==> src/rtl/tcl_pkg.sv <==
`timescale 1ns / 1ps
`default_nettype none
// ----------------------------------------------------------------------------
// tcl_pkg
// Shared types and constants of the console line cooker.
// ----------------------------------------------------------------------------
package tcl_pkg;

	localparam int LINE_BYTES = 4096;
	localparam int ADDR_W     = $clog2(LINE_BYTES);
	localparam int LEN_W      = $clog2(LINE_BYTES + 1);

	typedef enum logic [1:0] {
		OP_RX     = 2'd0,
		OP_HANGUP = 2'd1,
		OP_READ   = 2'd2,
		OP_BAD    = 2'd3
	} op_t;

	typedef enum logic [2:0] {
		KIND_ACCEPT = 3'd0,
		KIND_ECHO   = 3'd1,
		KIND_DATA   = 3'd2,
		KIND_EOF    = 3'd3,
		KIND_WAIT   = 3'd4,
		KIND_REFUSE = 3'd5
	} kind_t;

	localparam logic [7:0] CH_IAC   = 8'hff;
	localparam logic [7:0] CH_WILL  = 8'hfb;
	localparam logic [7:0] CH_DONT  = 8'hfe;
	localparam logic [7:0] CH_SB    = 8'hfa;
	localparam logic [7:0] CH_SE    = 8'hf0;
	localparam logic [7:0] CH_DEL   = 8'h7f;
	localparam logic [7:0] CH_BS    = 8'h08;
	localparam logic [7:0] CH_SPACE = 8'h20;
	localparam logic [7:0] CH_CR    = 8'h0d;
	localparam logic [7:0] CH_LF    = 8'h0a;
	localparam logic [7:0] CH_NUL   = 8'h00;
	localparam logic [7:0] CH_TAB   = 8'h09;
	localparam logic [7:0] CH_EOT   = 8'h04;

	// result group of one input item, handed from the control stage to the output stage
	typedef struct packed {
		logic       valid;
		kind_t      kind;
		logic [1:0] last_idx;
		logic       use_mem;
		logic [7:0] b0;
		logic [7:0] b1;
		logic [7:0] b2;
	} desc_t;

endpackage
`default_nettype wire

==> src/rtl/tcl_out.sv <==
`timescale 1ns / 1ps
`default_nettype none
// ----------------------------------------------------------------------------
// tcl_out
// Output stage: holds one result group and sends it one result per transfer.
// ----------------------------------------------------------------------------
module tcl_out (
	input  wire logic           clk,
	input  wire logic           arst_n,
	input  wire tcl_pkg::desc_t desc,
	input  wire logic [7:0]     mem_rdata,
	output logic                adv,
	output logic                m_tvalid,
	input  wire logic           m_tready,
	output logic [7:0]          m_tdata,
	output logic [2:0]          m_tuser,
	output logic                m_tlast
);
	import tcl_pkg::*;

	logic       valid_s2;
	kind_t      kind_s2;
	logic [1:0] idx_s2;
	logic [1:0] last_s2;
	logic [7:0] byte_s2 [3];
	logic       is_last;

	assign is_last  = (idx_s2 == last_s2);
	assign adv      = !valid_s2 || (m_tready && is_last);
	assign m_tvalid = valid_s2;
	assign m_tuser  = kind_s2;
	assign m_tlast  = is_last;
	assign m_tdata  = byte_s2[idx_s2];

	always_ff @(posedge clk or negedge arst_n) begin
		if (!arst_n) begin
			valid_s2 <= 1'b0;
			idx_s2   <= '0;
		end else if (adv) begin
			valid_s2 <= desc.valid;
			idx_s2   <= '0;
		end else if (m_tready) begin
			idx_s2 <= idx_s2 + 1'b1;
		end
	end

	always_ff @(posedge clk) begin
		if (adv && desc.valid) begin
			kind_s2    <= desc.kind;
			last_s2    <= desc.last_idx;
			byte_s2[0] <= desc.use_mem ? mem_rdata : desc.b0;
			byte_s2[1] <= desc.b1;
			byte_s2[2] <= desc.b2;
		end
	end

	a_idx_bound: assert property (@(posedge clk) disable iff (!arst_n)
		valid_s2 |-> idx_s2 <= last_s2) else $error("result index past group end");

	a_multi_echo: assert property (@(posedge clk) disable iff (!arst_n)
		(valid_s2 && last_s2 != 2'd0) |-> kind_s2 == KIND_ECHO)
		else $error("multi-result group that is not echo");

	a_advance: assert property (@(posedge clk) disable iff (!arst_n)
		(valid_s2 && m_tready && !is_last) |=> (valid_s2 && idx_s2 == $past(idx_s2) + 2'd1))
		else $error("result group did not advance");

endmodule
`default_nettype wire

==> config.mk <==
export PLATFORM = sky130hd
export DESIGN_NAME = tcl_out
export DESIGN_NICKNAME = d
export VERILOG_FILES = /design/src/rtl/tcl_pkg.sv /design/src/rtl/tcl_out.sv
export SDC_FILE = /design/constraint.sdc
export NUM_CORES = 1
export LEC_CHECK = 0
export BUFFER_PORTS_ARGS = -buffer_cell sky130_fd_sc_hd__buf_4
export CAP_MARGIN = 20
export CELL_PAD_IN_SITES_DETAIL_PLACEMENT = 0
export CELL_PAD_IN_SITES_GLOBAL_PLACEMENT = 1
export CORE_ASPECT_RATIO = 1.4
export CORE_MARGIN = 4
export CORE_UTILIZATION = 39
export DETAILED_ROUTE_END_ITERATION = 6
export PLACE_DENSITY_LB_ADDON = 0.1
export SLEW_MARGIN = 20
export SYNTH_ARGS = -nofsm -noshare
export SYNTH_HDL_FRONTEND = slang
export SYNTH_SLANG_ARGS = --single-unit
==> constraint.sdc <==
create_clock -name clk -period 3.7 [get_ports clk]
set_input_delay 0.185 -clock clk [delete_from_list [all_inputs] [get_ports clk]]
set_output_delay 0.185 -clock clk [all_outputs]
set_load 0.01 [all_outputs]
==> flow_metrics.py <==
metrics = {
    "run_status": {
        "outcome": "finished, final reports clean",
    },
    "clocking": {
        "clk_pin_slew_worst_paths_ps": 60,
        "htreeDepth": 2,
        "cts_tree": "yes",
        "cts_buffer_depth": 2,
        "insertion_delay_ps": 280,
        "clkSinkCount": 32,
        "numCtsBuffers": 5,
        "cts-root-buf": "clkbuf_8",
    },
    "power_and_ir_drop": {
        "p_leak_nw": 0.763,
        "power.density_mw_per_mm2": 641,
        "peakVddDrop_v": 0.000327,
    },
    "setup_path": {
        "end_kind": "primary output",
        "cp-start-kind": "flip-flop",
        "r2r-start": "idx_s2[0]$_DFFE_PN0P_",
        "crit_fanout": 13,
        "reg2reg_depth": 4,
        "path_class": "reg2out",
        "r2r_end": "byte_s2[2][4]$_DFFE_PP_",
        "cp.arrival_ps": 1700,
        "critPathRequiredTime_ps": 3510,
        "rrSetupSlack_ps": 1830,
    },
    "floorplan": {
        "die_h_um": 76.7,
        "core_area_mm2": 0.00318,
        "ios": 56,
        "fp.dieW_um": 57.1,
        "initial_core_util": 0.413,
        "dieArea_mm2": 0.00438,
        "num_rows": 24,
    },
    "hold_path": {
        "hold_path_end": "m_tuser[1]$_DFFE_PP_",
        "hold_depth": 1,
        "min_path_type": "in2reg",
        "hold_start": "desc[28]",
    },
    "drt": {
        "vias": 860,
        "ant_nets": 0,
        "drtIter0Drc": 14,
        "wl_per_cell_um": 12.7,
        "routed_wl_mm": 2.34,
        "viasPerCell": 4.65,
        "drc": 0,
        "dr.pass1.iters": 2,
    },
    "yosys": {
        "netlist_area_mm2": 0.00132,
        "synth_xor_area_frac": 0.0133,
        "yosysWarnings": 0,
        "synth_fa_ha_area_frac": 0,
        "synth_cell_types": 20,
        "synth_top_family_by_area": "multiplexers",
        "ys_seq_elements": 32,
        "yosysSeqAreaShare": 0.719,
        "synth_compound_area_frac": 0.0466,
        "synthesis.nets": 127,
        "postSynthAreaPerCell_um2": 15.5,
        "synthSimpleGateAreaFrac": 0.0685,
        "synth_cells": 85,
        "post_synth_mux_area_share": 0.129,
    },
    "sta": {
        "rsz0062_at_grt": "false",
        "setup_ws_ps": 1820,
        "hold_violations": 0,
        "period_share": 0.509,
        "fmax_mhz": 531,
        "worstMarginPinSlew_ps": 561,
        "slew_headroom": 0.626,
        "skew_ps": 2.69,
        "final.setup.tns_ps": 0,
        "timing.hold.ws_ps": 80.1,
        "period_needed_ps": 1880,
        "drv_slew": 0,
        "setup_viol": 0,
    },
    "global_route": {
        "grt_start_max_net_pins": 30,
        "antenna_found_initial": 0,
        "first_global_vias": 886,
        "grt_pass1_wl_mm": 3.73,
        "grt-ovfl-total": 0,
        "grt_usage": 0.116,
    },
    "place": {
        "port_buffers": 55,
        "finalWeightedCongestion": 0.821,
        "post-dp-hpwl_mm": 1.76,
        "place_ws_ps": 1800,
    },
    "final_layout": {
        "fillers": 270,
        "final_layout_size_suffix_gt1_frac": 0.486,
        "multi_input_area_um2": 342,
        "syn_to_final_growth_pct": 43.0,
        "diodes": 0,
        "seq_area_um2": 946,
        "final_util": 0.591,
        "nets": 187,
    },
    "job": {
        "drv_cap": 0,
    },
}
-- power by group --
part           switching [mW]  internal, mW
Sequential             0.0667         0.472
Clock                   0.114         0.196
Combinational           0.160         0.196
-- metal layers --
metal  track usage  part of all wire
met5             0                 0
met4        0.0696             0.022
met3        0.0571             0.092
met2         0.197              0.54
met1         0.108              0.35
-- synth_stat cells, drive strengths merged --
| library cell | number | area, µm² |
|---|---|---|
| xnor2 | 2 | 17.5 |
| nand2b | 1 | 6.26 |
| nor2b | 1 | 6.26 |
| and3 | 1 | 6.26 |
| and2 | 1 | 6.26 |
| nor4 | 1 | 6.26 |
| or2 | 1 | 6.26 |
| inv | 2 | 7.51 |
| edfxtp | 29 | 871 |
| mux2i | 8 | 80.1 |
| a21oi | 2 | 10.0 |
| nand2 | 8 | 30.0 |
| buf | 4 | 22.5 |
| a31oi | 1 | 6.26 |
| mux2 | 8 | 90.1 |
| nand3b | 3 | 22.5 |
| dfrtp | 3 | 75.1 |
| o21ai | 9 | 45.0 |
-- state kept, by name, summed over array words and instances (netlist names) --
signal	count
byte_s2	24
idx_s2	2
last_s2	2
m_tuser	3
m_tvalid	1
-- through the flow --
stage          std cells  power (mW)  cell area [µm²]
2_1_floorplan         85       0.730             1320
4_1_cts              185        1.23             1880
3_3_place_gp         176       0.907             1760
6_report             185        1.20             1880
5_1_grt              185        1.28             1880
3_5_place_dp         176       0.912             1760
-- worst max path at each step --
stage | from | end
2_1_floorplan | idx_s2[0]$_DFFE_PN0P_ | byte_s2[0][0]$_DFFE_PP_
3_3_place_gp | idx_s2[0]$_DFFE_PN0P_ | m_tuser[0]$_DFFE_PP_
3_5_place_dp | idx_s2[0]$_DFFE_PN0P_ | m_tuser[1]$_DFFE_PP_
4_1_cts | idx_s2[0]$_DFFE_PN0P_ | adv
5_1_grt | idx_s2[1]$_DFFE_PN0P_ | adv
6_report | idx_s2[0]$_DFFE_PN0P_ | adv
-- cell usage in the layout, fill, tap and decap left out, types with 3 or more instances in the layout --
master and instances:
buf_4 56, edfxtp_1 29, mux2i_1 8, nand2_1 8, o21ai_0 8, mux2_2 8, clkbuf_8 5, nand3b_1 3
dfrtp_1 3
-- logic make-up after synthesis --
kind of cell / Yosys count
xor gates and xnor gates: 2
DFF: 32
buffers and inverters: 6
AOI/OAI and AO/OA: 12
and+or+nand+nor: 17
muxes: 16
-- final cells by class --
type | count | area share
clock buffer | 5 | 0.0366
clock inverter | 3 | 0.0200
inverter | 2 | 0.00399
multi-input combinational | 47 | 0.182
sequential | 32 | 0.503
tap | 39 | 0.0259
timing repair buffer | 57 | 0.229
-- what timing repair did --
| action | 4_1_cts | 5_1_grt |
|---|---|---|
| resized for setup | 0 | 0 |
| buffers inserted | 0 | 0 |
| hold buffers | 1 | 0 |
| hold endpoints to repair | 3 | 0 |
-- critical path, stage by stage, from the launching register on --
cell	delay [ps]
dfrtp_1	700
xnor2_1	170
a31oi_1	320
inv_1	90
buf_4	150
Power figures use the tool's default switching activity.
