**src/rtl/tcl_pkg.sv**
```systemverilog
`timescale 1ns / 1ps
`default_nettype none
// ----------------------------------------------------------------------------
// tcl_pkg
// Shared types and constants of the console line cooker.
// ----------------------------------------------------------------------------
package tcl_pkg;

	localparam int LINE_BYTES = 4096;
	localparam int ADDR_W     = $clog2(LINE_BYTES);
	localparam int LEN_W      = $clog2(LINE_BYTES + 1);

	typedef enum logic [1:0] {
		OP_RX     = 2'd0,
		OP_HANGUP = 2'd1,
		OP_READ   = 2'd2,
		OP_BAD    = 2'd3
	} op_t;

	typedef enum logic [2:0] {
		KIND_ACCEPT = 3'd0,
		KIND_ECHO   = 3'd1,
		KIND_DATA   = 3'd2,
		KIND_EOF    = 3'd3,
		KIND_WAIT   = 3'd4,
		KIND_REFUSE = 3'd5
	} kind_t;

	localparam logic [7:0] CH_IAC   = 8'hff;
	localparam logic [7:0] CH_WILL  = 8'hfb;
	localparam logic [7:0] CH_DONT  = 8'hfe;
	localparam logic [7:0] CH_SB    = 8'hfa;
	localparam logic [7:0] CH_SE    = 8'hf0;
	localparam logic [7:0] CH_DEL   = 8'h7f;
	localparam logic [7:0] CH_BS    = 8'h08;
	localparam logic [7:0] CH_SPACE = 8'h20;
	localparam logic [7:0] CH_CR    = 8'h0d;
	localparam logic [7:0] CH_LF    = 8'h0a;
	localparam logic [7:0] CH_NUL   = 8'h00;
	localparam logic [7:0] CH_TAB   = 8'h09;
	localparam logic [7:0] CH_EOT   = 8'h04;

	// result group of one input item, handed from the control stage to the output stage
	typedef struct packed {
		logic       valid;
		kind_t      kind;
		logic [1:0] last_idx;
		logic       use_mem;
		logic [7:0] b0;
		logic [7:0] b1;
		logic [7:0] b2;
	} desc_t;

endpackage
`default_nettype wire

```
**src/rtl/tcl_ctrl.sv**
```systemverilog
`timescale 1ns / 1ps
`default_nettype none
// ----------------------------------------------------------------------------
// tcl_ctrl
// Telnet command filter, line editing state and store access; first stage.
// ----------------------------------------------------------------------------
module tcl_ctrl (
	input  wire logic                  clk,
	input  wire logic                  arst_n,
	input  wire logic                  cfg_we,
	input  wire logic                  cfg_wdata,
	input  wire logic                  s_tvalid,
	output logic                       s_tready,
	input  wire logic [7:0]            s_tdata,
	input  wire logic [1:0]            s_tuser,
	input  wire logic                  adv,
	output tcl_pkg::desc_t             desc,
	output logic                       mem_we,
	output logic [tcl_pkg::ADDR_W-1:0] mem_waddr,
	output logic [7:0]                 mem_wdata,
	output logic                       mem_re,
	output logic [tcl_pkg::ADDR_W-1:0] mem_raddr
);
	import tcl_pkg::*;

	typedef enum logic [2:0] {
		TS_DATA,
		TS_IAC,
		TS_OPT,
		TS_SB,
		TS_SB_IAC
	} ts_t;

	localparam logic [LEN_W-1:0] FULL = LEN_W'(LINE_BYTES);

	ts_t             ts_q, ts_n;
	logic            raw_q;
	logic            acr_q, acr_n;
	logic [LEN_W-1:0] len_q, len_n;
	logic [LEN_W-1:0] rp_q, rp_n;
	logic            ready_q, ready_n;
	logic            eof_q, eof_n;
	logic            gone_q, gone_n;

	logic            valid_s1;
	desc_t           pay_s1, pay_c;
	logic            accept;
	logic            is_data;
	logic [7:0]      db;
	logic            we_c;
	logic [7:0]      wd_c;
	logic            re_c;
	op_t             op;

	assign op       = op_t'(s_tuser);
	assign s_tready = !valid_s1 || adv;
	assign accept   = s_tvalid && s_tready;

	always_comb begin
		ts_n    = ts_q;
		acr_n   = acr_q;
		len_n   = len_q;
		rp_n    = rp_q;
		ready_n = ready_q;
		eof_n   = eof_q;
		gone_n  = gone_q;
		we_c    = 1'b0;
		wd_c    = s_tdata;
		re_c    = 1'b0;
		is_data = 1'b0;
		db      = s_tdata;
		pay_c   = '0;
		pay_c.valid = 1'b1;
		pay_c.kind  = KIND_ACCEPT;

		case (op)
			OP_RX: begin
				if (gone_q || ready_q) begin
					pay_c.kind = KIND_REFUSE;
				end else begin
					unique case (ts_q)
						TS_DATA: begin
							if (s_tdata == CH_IAC) ts_n = TS_IAC;
							else is_data = 1'b1;
						end
						TS_IAC: begin
							ts_n = TS_DATA;
							if (s_tdata == CH_IAC) is_data = 1'b1;
							else if (s_tdata >= CH_WILL && s_tdata <= CH_DONT) ts_n = TS_OPT;
							else if (s_tdata == CH_SB) ts_n = TS_SB;
						end
						TS_OPT: ts_n = TS_DATA;
						TS_SB: begin
							if (s_tdata == CH_IAC) ts_n = TS_SB_IAC;
						end
						TS_SB_IAC: ts_n = (s_tdata == CH_SE) ? TS_DATA : TS_SB;
						default: ts_n = TS_DATA;
					endcase
				end

				if (is_data) begin
					acr_n = 1'b0;
					if (acr_q && (db == CH_LF || db == CH_NUL)) begin
						pay_c.kind = KIND_ACCEPT;
					end else if (raw_q) begin
						if (len_q < FULL) begin
							we_c  = 1'b1;
							len_n = len_q + 1'b1;
						end
						ready_n = 1'b1;
					end else if (db == CH_CR || db == CH_LF) begin
						acr_n = (db == CH_CR);
						wd_c  = CH_LF;
						if (len_q < FULL) begin
							we_c  = 1'b1;
							len_n = len_q + 1'b1;
						end
						ready_n        = 1'b1;
						pay_c.kind     = KIND_ECHO;
						pay_c.last_idx = 2'd1;
						pay_c.b0       = CH_CR;
						pay_c.b1       = CH_LF;
					end else if (db == CH_NUL) begin
						pay_c.kind = KIND_ACCEPT;
					end else if (db == CH_DEL || db == CH_BS) begin
						if (len_q != '0) begin
							len_n          = len_q - 1'b1;
							pay_c.kind     = KIND_ECHO;
							pay_c.last_idx = 2'd2;
							pay_c.b0       = CH_BS;
							pay_c.b1       = CH_SPACE;
							pay_c.b2       = CH_BS;
						end
					end else if (db == CH_EOT) begin
						if (len_q == '0) eof_n = 1'b1;
						else ready_n = 1'b1;
					end else if (len_q < FULL) begin
						we_c  = 1'b1;
						len_n = len_q + 1'b1;
						if (db >= CH_SPACE || db == CH_TAB) begin
							pay_c.kind = KIND_ECHO;
							pay_c.b0   = db;
						end
					end
				end
			end
			OP_HANGUP: begin
				gone_n = 1'b1;
				if (len_q != '0) ready_n = 1'b1;
			end
			OP_READ: begin
				if (eof_q) begin
					eof_n      = 1'b0;
					pay_c.kind = KIND_EOF;
				end else if (ready_q && rp_q < len_q) begin
					re_c          = 1'b1;
					pay_c.kind    = KIND_DATA;
					pay_c.use_mem = 1'b1;
					if (rp_q + 1'b1 >= len_q) begin
						ready_n = 1'b0;
						len_n   = '0;
						rp_n    = '0;
					end else begin
						rp_n = rp_q + 1'b1;
					end
				end else begin
					if (ready_q) begin
						ready_n = 1'b0;
						len_n   = '0;
						rp_n    = '0;
					end
					pay_c.kind = gone_q ? KIND_EOF : KIND_WAIT;
				end
			end
			default: pay_c.kind = KIND_REFUSE;
		endcase
	end

	assign mem_we    = accept && we_c;
	assign mem_waddr = len_q[ADDR_W-1:0];
	assign mem_wdata = wd_c;
	assign mem_re    = accept && re_c;
	assign mem_raddr = rp_q[ADDR_W-1:0];

	always_ff @(posedge clk or negedge arst_n) begin
		if (!arst_n) begin
			ts_q    <= TS_DATA;
			raw_q   <= 1'b0;
			acr_q   <= 1'b0;
			len_q   <= '0;
			rp_q    <= '0;
			ready_q <= 1'b0;
			eof_q   <= 1'b0;
			gone_q  <= 1'b0;
		end else begin
			if (cfg_we) raw_q <= cfg_wdata;
			if (accept) begin
				ts_q    <= ts_n;
				acr_q   <= acr_n;
				len_q   <= len_n;
				rp_q    <= rp_n;
				ready_q <= ready_n;
				eof_q   <= eof_n;
				gone_q  <= gone_n;
			end
		end
	end

	always_ff @(posedge clk or negedge arst_n) begin
		if (!arst_n) begin
			valid_s1 <= 1'b0;
		end else if (s_tready) begin
			valid_s1 <= s_tvalid;
		end
	end

	always_ff @(posedge clk) begin
		if (accept) pay_s1 <= pay_c;
	end

	always_comb begin
		desc       = pay_s1;
		desc.valid = valid_s1;
	end

	a_len_bound: assert property (@(posedge clk) disable iff (!arst_n)
		len_q <= FULL) else $error("line length beyond capacity");

	a_rp_idle: assert property (@(posedge clk) disable iff (!arst_n)
		!ready_q |-> rp_q == '0) else $error("read position moved without a line");

	a_rp_bound: assert property (@(posedge clk) disable iff (!arst_n)
		rp_q != '0 |-> rp_q < len_q) else $error("read position past line end");

	a_hold_ready: assert property (@(posedge clk) disable iff (!arst_n)
		(valid_s1 && !adv) |-> !s_tready) else $error("input taken while stage busy");

endmodule
`default_nettype wire

```
**config.mk**
```make
export PLATFORM = sky130hd
export DESIGN_NAME = tcl_ctrl
export DESIGN_NICKNAME = d
export VERILOG_FILES = /design/src/rtl/tcl_pkg.sv /design/src/rtl/tcl_ctrl.sv
export SDC_FILE = /design/constraint.sdc
export NUM_CORES = 1
export LEC_CHECK = 0
export ABC_AREA = 1
export BUFFER_PORTS_ARGS = -buffer_cell sky130_fd_sc_hd__buf_2
export CORE_MARGIN = 2
export CORE_UTILIZATION = 45
export DETAILED_ROUTE_END_ITERATION = 7
export MAX_ROUTING_LAYER = met4
export PLACE_DENSITY = 0.75
export SETUP_SLACK_MARGIN = 0.02
export SLEW_MARGIN = 20
export SYNTH_ARGS = -nofsm -noshare
export SYNTH_HDL_FRONTEND = slang
export SYNTH_SLANG_ARGS = --single-unit
```
**constraint.sdc**
```tcl
create_clock -name clk -period 8.42 [get_ports clk]
set_input_delay 1.684 -clock clk [delete_from_list [all_inputs] [get_ports clk]]
set_output_delay 1.684 -clock clk [all_outputs]
set_load 0.02 [all_outputs]
```
==> reports/metrics.cfg <==
[worst_setup_path]
worstReg2RegStart=rp_q[0]
critPathKind=in -> out
required_ns=6.74
end_kind=output port
cp_slowest_cell=nand2_1
arrival_ns=3.33
reg2reg_slack_ns=5.04
r2r.worst_path.cells=18
slowest_delay_ns=0.36
crit_fanout=14
startpoint_type=input pin
r2r_end=rp_q[12]
crit_chain=buf_2, nor3_1, nand3_1, nand2_1, inv_1, nand3_1, a21oi_1, buf_2

[cells_and_area]
fin_nets=746
n_antenna_cell=0
syn_to_final_growth_pct=4.89
fillerInstances=1021
drive_above_1_share_pct=14.4
multi_input_area_sq_mm=0.00257
seqCellArea_sq_mm=0.00130

[clock_tree]
clockRootBuffer=clkbuf_8
postCtsSetupBuffers=0
hold_buffers=0
clock-sinks=49
clk_path_buf_depth=2
clock_latency_ns=0.32
htreeDepth=2
numCtsBuffers=5
cts_tree=done
path_clk_slew_ns=0.09
cts_resized=0

[placed_design]
portBuffers=69
routabilityCongestion=0.948
post-dp-hpwl_mm=8.60

[power_and_ir_drop]
ir_worst_vdd_mv=0.103
p_leak_nw=2.59
p_per_area_mw_per_mm2=246

[outcome]
status=finished clean

[min_path]
hold_path_startpoint=ready_q
hold-path-endpoint=ready_q
hold_class=reg -> reg
min_path_cells=2

[sta]
finalSetupViolations=0
slew_headroom_pct=44.6
period_minus_slack_ns=5.01
finalCritPeriodShare_pct=59.5
slew_violations=0
hold_violations=0
fin_hold_ws_ns=0.508
rsz0062_at_grt=false
fmax_mhz=200
tightest_slew_ns=0.832
fin_setup_tns_ns=0
skew_ns=0.0196

[logic_synthesis]
synthDominantCellAreaShare_pct=19.3
synth_cell_type_count=36
synth_top_area_cell=dfrtp_1
synth-edff-count=14
ys_top_cells_by_area=dfrtp_1 19%, nand2_1 17%, edfxtp_1 9.3%, ha_1 8.0%, buf_4 7.0%
yosys-top-cells-count=201 x nand2_1, 74 x inv_1, 68 x nor2_1
synth_ff_type=dfrtp_1
yosysWarnings=0
syn_inst=676
syn_avg_cell_area_sq_um=6.70
ys_async_sr_fraction_pct=71.4
syn_area_sq_mm=0.00453
ys_seq_area_share_pct=28.6
ys_seq_elements=49
synth_most_common_cell=nand2_1

[run]
maxCapViolCount=0

[global_routing]
grt_max_degree=36
grt_antenna_before_repair=0
grt_usage_pct=21.0
grt_pass1_wl_mm=18.3
first_global_vias=3921
grt_overflow=0

[floorplanning]
die_area_sq_mm=0.0109
die_h_um=104
initial_core_util_pct=46.3
fp.dieW_um=104
io_pins=82
core_area_sq_mm=0.00977
num_rows=36

[route]
wl_per_cell_um=13.2
antenna_left=0
wl_mm=11.0
vias=4294
via_per_inst=5.14
firstDrtPassIters=5
drc_errors=0
detail_route.iter0.violations=221

==> placed cells by master (no fill, tap or decap), drive strengths merged <==
cell      Yosys  layout
a21oi        17      17
a31oi         3       3
xnor2         1       1
mux2i         1       1
buf          51      69
o2111ai       1       1
xor2         21      21
nand3        47      47
o22ai         5       5
inv          78      78
nand4        11      11
clkbuf       11       7
nor3         13      13
o21ai        47      47
clkinvlp      0       1
nand3b        2       2
dfrtp        35      35
ha           29      29
nor4          1       1
conb          1      12
edfxtp       14      14
nand2       208     208
a21o          1       1
nor2         74      74
o31ai         2       2
o211ai        2       2
==> sequential cells by signal (all words and copies together), names as in the netlist <==
signal / cells
acr_q: 1
desc: 14
ts_q: 3
raw_q: 1
valid_s1: 1
eof_q: 1
ready_q: 1
rp_q: 13
len_q: 13
gone_q: 1
==> cell families (layout without fill, tap and decap cells) <==
family | count (synthesis) | after routing | synth area share (%)
simple gates | 356 | 356 | 33.4
buf+inv | 140 | 155 | 15.6
compound gates | 78 | 78 | 9.78
flops | 49 | 49 | 28.6
fa+ha+maj | 29 | 29 | 8.01
xor+xnor | 22 | 22 | 4.25
other cells | 1 | 12 | 0.0828
mux | 1 | 1 | 0.221
==> per-layer routing <==
layer	part of all wire [%]	GRT usage, %	vias up
li1	-	-	2169
met1	46	26.2	1970
met2	47	35.2	137
met3	5.4	3.13	18
met4	1.5	6.56	0
met5	0	-	-
==> where the power goes <==
part / switching (mW) / internal [mW]
sequential: 0.0846 / 0.287
clock: 0.0836 / 0.0590
combinational: 0.430 / 0.223
total: 0.598 / 0.570
==> through the flow <==
| stage | setup WS (ns) | utilization [%] | area, sq um | total power [mW] | instances |
|---|---|---|---|---|---|
| 5_1_grt | 3.19 | 48.6 | 4750 | 1.29 | 835 |
| 4_1_cts | 3.41 | 48.6 | 4750 | 1.17 | 835 |
| 3_3_place_gp | 3.50 | 47.7 | 4670 | 1.01 | 827 |
| 3_5_place_dp | 3.42 | 47.7 | 4670 | 1.02 | 827 |
| 6_report | 3.41 | 48.6 | 4750 | 1.17 | 835 |
| 2_1_floorplan | 3.72 | - | 4570 | 0.907 | 687 |
==> worst max-delay path: cells and delay by family <==
family,cells,cell delay [ns]
AOI/OAI and AO/OA,1,0.10
and+or+nand+nor,4,0.96
buffers and inverters,3,0.58
==> cell type report <==
class / count / share of cell area (%)
Multi-Input combinational cell: 498 / 54.0
Sequential cell: 49 / 27.3
Timing Repair Buffer: 69 / 7.27
Inverter: 78 / 6.16
Tap cell: 133 / 3.50
Clock buffer: 7 / 1.61
Clock inverter: 1 / 0.158
==> worst max path at each step <==
stage,slack (ns),start,end,depth (start not counted)
floorplan,3.72,adv,mem_we,6
CTS,3.41,s_tdata[5],mem_we,8
finish,3.41,s_tdata[5],mem_we,8
global placement,3.50,s_tdata[2],mem_we,10
global route,3.19,s_tdata[2],mem_we,10
detailed placement,3.42,s_tdata[5],mem_we,8
Note: power is estimated with default switching activity, not from simulation.
